--- config.mk ---
export PLATFORM = sky130hd
export DESIGN_NAME = throttle_curve_interpolator_core
export DESIGN_NICKNAME = d
export VERILOG_FILES = /design/src/tci_pkg.sv /design/src/throttle_curve_interpolator_core.sv
export SDC_FILE = /design/constraint.sdc
export NUM_CORES = 1
export LEC_CHECK = 0
export ABC_AREA = 0
export BUFFER_PORTS_ARGS = -buffer_cell sky130_fd_sc_hd__buf_2
export CORE_MARGIN = 2
export CORE_UTILIZATION = 29
export DETAILED_ROUTE_END_ITERATION = 7
export MAX_ROUTING_LAYER = met4
export PLACE_DENSITY = 0.47
export SLEW_MARGIN = 20
export SYNTH_ARGS = -nofsm -noshare
export SYNTH_HDL_FRONTEND = slang
export SYNTH_SLANG_ARGS = --single-unit
--- constraint.sdc ---
create_clock -name clk -period 11.1 [get_ports clk]
set_input_delay 0.555 -clock clk [delete_from_list [all_inputs] [get_ports clk]]
set_output_delay 0.555 -clock clk [all_outputs]
set_load 0.005 [all_outputs]
--- src/tci_pkg.sv ---
// ---------------------------------------------------------------------------
// tci_pkg: throttle curve interpolator shared definitions
// curve tables, drive modes, register indexes and field widths
// ---------------------------------------------------------------------------
`default_nettype none

package tci_pkg;

	localparam int ThrottleW = 16;
	localparam int LevelW    = 12;
	localparam int CustomW   = 56;
	localparam int PointW    = 16;
	localparam int SegW      = 3;
	localparam int FracW     = 9;
	localparam int XW        = SegW + FracW;
	localparam int ClampW    = 13;
	localparam int WeightW   = FracW + 1;
	localparam int ProdW     = PointW + WeightW;
	localparam int SumW      = ProdW + 1;

	localparam logic [ClampW-1:0]  FULL_IN   = 13'h1000;
	localparam logic [WeightW-1:0] FRAC_ONE  = 10'h200;
	localparam logic [LevelW-1:0]  LEVEL_MAX = 12'hfff;

	typedef enum logic [1:0] {
		MODE_SOFT   = 2'd0,
		MODE_ECO    = 2'd1,
		MODE_RACING = 2'd2,
		MODE_CUSTOM = 2'd3
	} drive_mode_t;

	typedef enum logic {
		REG_DRIVE_MODE    = 1'b0,
		REG_CUSTOM_POINTS = 1'b1
	} reg_index_t;

	localparam logic [PointW-1:0] SOFT_CURVE [8] = '{
		16'd9824, 16'd12823, 16'd15560, 16'd19656,
		16'd24023, 16'd28391, 16'd32760, 16'd32760
	};
	localparam logic [PointW-1:0] ECO_CURVE [8] = '{
		16'd9824, 16'd12823, 16'd15560, 16'd19656,
		16'd24023, 16'd26208, 16'd26208, 16'd26208
	};
	localparam logic [PointW-1:0] RACING_POINT = 16'd32768;

	// custom point i is byte i << 7, last point repeats point 6
	function automatic logic [PointW-1:0] curve_point(
		input drive_mode_t        mode,
		input logic [SegW-1:0]    idx,
		input logic [CustomW-1:0] custom
	);
		logic [SegW-1:0]   cidx;
		logic [7:0]        cbyte;
		logic [PointW-1:0] pt;
		cidx  = (idx == 3'd7) ? 3'd6 : idx;
		cbyte = custom[{cidx, 3'b000} +: 8];
		unique case (mode)
			MODE_SOFT:   pt = SOFT_CURVE[idx];
			MODE_ECO:    pt = ECO_CURVE[idx];
			MODE_RACING: pt = RACING_POINT;
			MODE_CUSTOM: pt = {1'b0, cbyte, 7'b0000000};
			default:     pt = '0;
		endcase
		return pt;
	endfunction

endpackage

`default_nettype wire

--- src/throttle_curve_interpolator_core.sv ---
// ---------------------------------------------------------------------------
// throttle_curve_interpolator_core: piecewise linear drive curve
// clamps and scales a throttle beat, interpolates an 8-point curve
// ---------------------------------------------------------------------------
//  channel   dir  handshake             payload
//  s_axis    in   tvalid/tready         tdata[15:0] throttle_in (signed)
//  m_axis    out  tvalid/tready         tdata[11:0] drive_level, [15:12] zero
//  cfg       in   cfg_valid/cfg_ready   cfg_index, cfg_data[55:0]
//
//  four register stages: clamp+scale, curve lookup, two multiplies, sum+saturate
//  one beat per cycle sustained while m_axis_tready stays high
//  each stage holds its beat while the stage after it is full and stalled
//  arst_n clears the valid bits and the registers (soft mode, custom zero)
//  cfg_ready is always high; registers are to be written only while idle (the user must see to it; not enforced)
`default_nettype none

module throttle_curve_interpolator_core (
	input  wire logic        clk,
	input  wire logic        arst_n,
	input  wire logic        s_axis_tvalid,
	output logic             s_axis_tready,
	input  wire logic [15:0] s_axis_tdata,  // [15:0] throttle_in
	output logic             m_axis_tvalid,
	input  wire logic        m_axis_tready,
	output logic [15:0]      m_axis_tdata,  // [11:0] drive_level, [15:12] zero
	input  wire logic        cfg_valid,
	output logic             cfg_ready,
	input  wire logic        cfg_index,
	input  wire logic [55:0] cfg_data
);

	tci_pkg::drive_mode_t                 drive_mode_q;
	logic [tci_pkg::CustomW-1:0]          custom_points_q;

	logic                                 valid_s1, valid_s2, valid_s3, valid_s4;
	logic                                 ready_s1, ready_s2, ready_s3, ready_s4;

	logic [tci_pkg::XW-1:0]               x_s1;
	logic [tci_pkg::PointW-1:0]           p0_s2, p1_s2;
	logic [tci_pkg::FracW-1:0]            frac_s2;
	logic [tci_pkg::ProdW-1:0]            prod0_s3, prod1_s3;
	logic [tci_pkg::LevelW-1:0]           level_s4;

	logic [tci_pkg::ClampW-1:0]           t_clamp;
	logic [tci_pkg::ClampW+1:0]           t_times7;
	logic [tci_pkg::SegW-1:0]             seg;
	logic [tci_pkg::SegW-1:0]             seg_next;
	logic [tci_pkg::FracW-1:0]            frac;
	logic [tci_pkg::SumW-1:0]             sum;
	logic [tci_pkg::SumW-13:0]            sum_shr;

	assign cfg_ready = 1'b1;

	always_ff @(posedge clk or negedge arst_n) begin
		if (!arst_n) begin
			drive_mode_q    <= tci_pkg::MODE_SOFT;
			custom_points_q <= '0;
		end else if (cfg_valid && cfg_ready) begin
			unique case (tci_pkg::reg_index_t'(cfg_index))
				tci_pkg::REG_DRIVE_MODE:
					drive_mode_q <= tci_pkg::drive_mode_t'(cfg_data[1:0]);
				tci_pkg::REG_CUSTOM_POINTS:
					custom_points_q <= cfg_data;
				default: ;
			endcase
		end
	end

	// a stage may load when empty or when its beat moves on
	assign ready_s4      = !valid_s4 || m_axis_tready;
	assign ready_s3      = !valid_s3 || ready_s4;
	assign ready_s2      = !valid_s2 || ready_s3;
	assign ready_s1      = !valid_s1 || ready_s2;
	assign s_axis_tready = ready_s1;

	always_ff @(posedge clk or negedge arst_n) begin
		if (!arst_n) begin
			valid_s1 <= 1'b0;
			valid_s2 <= 1'b0;
			valid_s3 <= 1'b0;
			valid_s4 <= 1'b0;
		end else begin
			if (ready_s1) valid_s1 <= s_axis_tvalid;
			if (ready_s2) valid_s2 <= valid_s1;
			if (ready_s3) valid_s3 <= valid_s2;
			if (ready_s4) valid_s4 <= valid_s3;
		end
	end

	// stage 1: clamp to 0..4096, scale by 7/8
	always_comb begin
		if (s_axis_tdata[15])
			t_clamp = '0;
		else if (s_axis_tdata[14:0] > {2'b00, tci_pkg::FULL_IN})
			t_clamp = tci_pkg::FULL_IN;
		else
			t_clamp = s_axis_tdata[tci_pkg::ClampW-1:0];
		// 7 * 4096 still fits, the dropped top bit is always zero
		t_times7 = (tci_pkg::ClampW+2)'({t_clamp, 3'b000} - {3'b000, t_clamp});
	end

	always_ff @(posedge clk) begin
		if (ready_s1 && s_axis_tvalid)
			x_s1 <= t_times7[tci_pkg::ClampW+1:3];
	end

	// stage 2: fetch both segment end points
	assign seg      = x_s1[tci_pkg::XW-1:tci_pkg::FracW];
	assign frac     = x_s1[tci_pkg::FracW-1:0];
	// wraps at segment 7, whose fraction is always zero
	assign seg_next = seg + 3'd1;

	always_ff @(posedge clk) begin
		if (ready_s2 && valid_s1) begin
			p0_s2   <= tci_pkg::curve_point(drive_mode_q, seg, custom_points_q);
			p1_s2   <= tci_pkg::curve_point(drive_mode_q, seg_next, custom_points_q);
			frac_s2 <= frac;
		end
	end

	// stage 3: weight each point
	always_ff @(posedge clk) begin
		if (ready_s3 && valid_s2) begin
			prod0_s3 <= p0_s2 * (tci_pkg::FRAC_ONE - {1'b0, frac_s2});
			prod1_s3 <= p1_s2 * {1'b0, frac_s2};
		end
	end

	// stage 4: add, drop 12 bits, saturate
	assign sum     = {1'b0, prod0_s3} + {1'b0, prod1_s3};
	assign sum_shr = sum[tci_pkg::SumW-1:12];

	always_ff @(posedge clk) begin
		if (ready_s4 && valid_s3) begin
			if (sum_shr > {3'b000, tci_pkg::LEVEL_MAX})
				level_s4 <= tci_pkg::LEVEL_MAX;
			else
				level_s4 <= sum_shr[tci_pkg::LevelW-1:0];
		end
	end

	assign m_axis_tvalid = valid_s4;
	assign m_axis_tdata  = {4'b0000, level_s4};

	a_seg7_no_frac: assert property (@(posedge clk) disable iff (!arst_n)
		valid_s1 && seg == 3'd7 |-> frac == '0)
		else $error("segment 7 with nonzero fraction");

	a_s1_hold: assert property (@(posedge clk) disable iff (!arst_n)
		valid_s1 && !ready_s2 |=> valid_s1 && $stable(x_s1))
		else $error("stage 1 beat changed while stalled");

	a_s4_hold: assert property (@(posedge clk) disable iff (!arst_n)
		valid_s3 && valid_s4 && !m_axis_tready |=> valid_s3 && $stable(prod0_s3)
			&& $stable(prod1_s3))
		else $error("stage 3 beat lost behind stalled output");

endmodule

`default_nettype wire

==> flow_summary.ini <==
[synthesis]
yosysSeqAreaShare_pct = 27.22
ys_warn_count = 0
synth-edff-count = 111
synthSimpleGateAreaFrac_pct = 14.13
synth-seq-cells = 173
synth_compound_area_share_pct = 8.484
synth-main-ff-cell = edfxtp_1
syn_area_um2 = 17950
syn_inst = 1758
synth_mux_area_share_pct = 5.291
synth_xor_area_share_pct = 3.172
synth_cell_type_count = 70
avgSynthCellArea_um2 = 10.21
synth_async_sr_flop_share_pct = 35.84
yosys.area_share.adder_pct = 34.60
synth_top_family_by_area = adder cells

[timing]
clock-skew-final_ps = 17.94
fin_setup_tns_ps = 0
period_minus_slack_ps = 7765
timing.fmax_mhz = 128.8
finalSetupViolCount = 0
whs_ps = 259.1
finalMaxSlewViolations = 0
tightest_slew_ps = 1048
fin_crit_sh_pct = 69.96
slew_headroom_pct = 29.89
rsz0062_at_grt = false
report.final.hold_viol_count = 0

[routing]
via_per_inst = 4.645
drtIter0Drc = 557
vias = 12140
drt_drc_violations_left = 0
route.detailed.wl_per_inst_um = 16.68
ant_nets = 0
routed_wirelength_mm = 43.60
drt-pass1-iter-count = 5

[die]
fp.dieArea_um2 = 63900
num_rows = 91
io_pins = 97
fp.dieH_um = 252.8
core_um2 = 61480
chipWidth_um = 252.8
initial_core_util_pct = 29.19

[clocking]
cts.repair.resized = 0
path_clk_slew_ps = 80
clock_latency_ps = 460
cts_buffers = 17
htree_num_levels = 4
cts_root_buffer = clkbuf_16
cts.sinks = 173
cts_max_path_buffers = 2
post-cts-setup-buffers = 0
cts_tree = yes
postCtsHoldBufs = 0

[global_routing]
grt_pass1_wl_mm = 71.06
grt_pass1_vias = 12930
antenna_found_initial = 0
grt-ovfl-total = 0
grtUsageTotal_pct = 14.62
grt_max_degree = 63

[cells_and_area]
final_common_cell = inv_1
layout_common_cells = inv_1, fa_1, nand2_1
fin_util_pct = 32.26
nNetsFinal = 2259
syn_to_final_growth_pct = 10.51
drive_above_1_share_pct = 12.07
fin_area_um2 = 19840

[worst_setup_path]
cp-start-kind = flip-flop
r2r_cells = 22
cp.arrival_ps = 7970
cp-end-kind = flip-flop
worst_ep_required_time_ps = 11310
criticalPathCategory = reg -> reg
crit_path_max_fanout = 18

[placement]
dpl.hpwl_mm = 34.76
io_buffers = 91
placed_cell_area_um2 = 19220
gp_congestion = 0.8154

[job]
maxCapViolCount = 0

[hold_path]
hold_path.class = in -> async

[status]
status = complete, no violations
==> stage by stage <==
step / worst slack (ps) / cells
floorplan: 4420 / 1761
global placement: 3347 / 2580
detailed placement: 3188 / 2580
CTS: 3177 / 2612
global route: 2871 / 2613
finish: 3335 / 2614
==> sequential cells by signal, summed over array words and instances, names as in the netlist, 2 cells and up <==
| register | count |
|---|---|
| p0_s2 | 14 |
| drive_mode_q | 2 |
| frac_s2 | 9 |
| prod1_s3 | 25 |
| x_s1 | 12 |
| p1_s2 | 13 |
| custom_points_q | 56 |
| level_s4 | 12 |
| prod0_s3 | 26 |
==> cells in the mapped netlist (8+ instances only) <==
cell | n | area [µm²]
nand2_1 | 189 | 709.4
a211oi_1 | 13 | 97.59
nor2_1 | 61 | 229.0
xnor2_1 | 50 | 437.9
a21o_1 | 19 | 142.6
or3_1 | 9 | 56.30
nand4_1 | 8 | 50.05
a21oi_1 | 65 | 325.3
nand2b_1 | 11 | 68.82
nor3_1 | 23 | 115.1
o21ai_0 | 41 | 205.2
nor2b_1 | 20 | 125.1
o21a_1 | 9 | 67.56
and2_1 | 151 | 944.7
a22oi_1 | 9 | 67.56
o21bai_1 | 8 | 60.06
xor2_1 | 15 | 131.4
dfrtp_1 | 62 | 1551
and3_1 | 10 | 62.56
mux2_2 | 57 | 641.9
ha_1 | 162 | 2027
clkbuf_1 | 63 | 236.5
a31oi_1 | 8 | 50.05
fa_1 | 209 | 4184
edfxtp_1 | 111 | 3333
o22ai_1 | 13 | 81.33
nand3_1 | 10 | 50.05
mux2i_1 | 15 | 150.1
inv_1 | 254 | 953.4
==> logic make-up (layout without fill, tap and decap cells) <==
logic type	count (synthesis)	in the layout
AOI/OAI and AO/OA	229	229
xor gates and xnor gates	65	65
adders and majority gates	371	371
buffers and inverters	332	394
DFF	173	173
muxes	79	79
other	2	6
and+or+nand+nor	507	507
==> path summary, 6_finish.rpt <==
| kind | from | endpoint | slack (ps) |
|---|---|---|---|
| worst max register to register | frac_s2[2]$_DFFE_PP_ | prod0_s3[25]$_DFFE_PP_ | 3330 |
| max in group asynchronous | arst_n | custom_points_q[40]$_DFFE_PN0P_ | 10320 |
| min in group clk | cfg_data[42] | custom_points_q[42]$_DFFE_PN0P_ | 310 |
| worst max-delay path | frac_s2[2]$_DFFE_PP_ | prod0_s3[25]$_DFFE_PP_ | 3330 |
| worst min register to register | x_s1[3]$_DFFE_PP_ | frac_s2[3]$_DFFE_PP_ | 420 |
| worst min-delay path | arst_n | custom_points_q[18]$_DFFE_PN0P_ | 260 |
==> cell type report <==
| cell class | count | area [µm²] |
|---|---|---|
| repair buffers | 105 | 568.0 |
| fillers | 6335 | 41650 |
| clock inverters | 15 | 166.4 |
| diodes | 1 | 2.502 |
| clock buffers | 17 | 425.4 |
| inverters | 257 | 964.7 |
| flip-flops and latches | 173 | 4885 |
| well taps | 790 | 988.4 |
| multi-input cells | 1256 | 11840 |
==> critical path, stage by stage (launching register included) <==
cell and delay, ps:
edfxtp_1 720, or3_1 500, or3b_2 470, or3_1 340, xor2_1 820, and2_1 240, ha_1 240, fa_1 510
fa_1 440, fa_1 490, inv_1 50, fa_1 480, inv_1 40, ha_1 340, a21o_1 180, a21o_1 170
a21oi_1 280, o21ai_0 170, a211oi_1 250, nor4b_1 100, o31a_1 270, o41ai_2 240, xnor2_1 130
==> per-layer routing <==
| layer | GRT usage (%) | routed length (µm) | up-vias |
|---|---|---|---|
| li1 | - | - | 5884 |
| met2 | 24.45 | 21180 | 201 |
| met1 | 18.99 | 20560 | 6025 |
| met4 | 2.908 | 477 | 0 |
| met3 | 2.005 | 1386 | 33 |
| met5 | - | 0 | - |
Power is left out: the tool's default activity adds up to more than one toggle a clock period on the data nets, which glitch-free logic cannot reach.
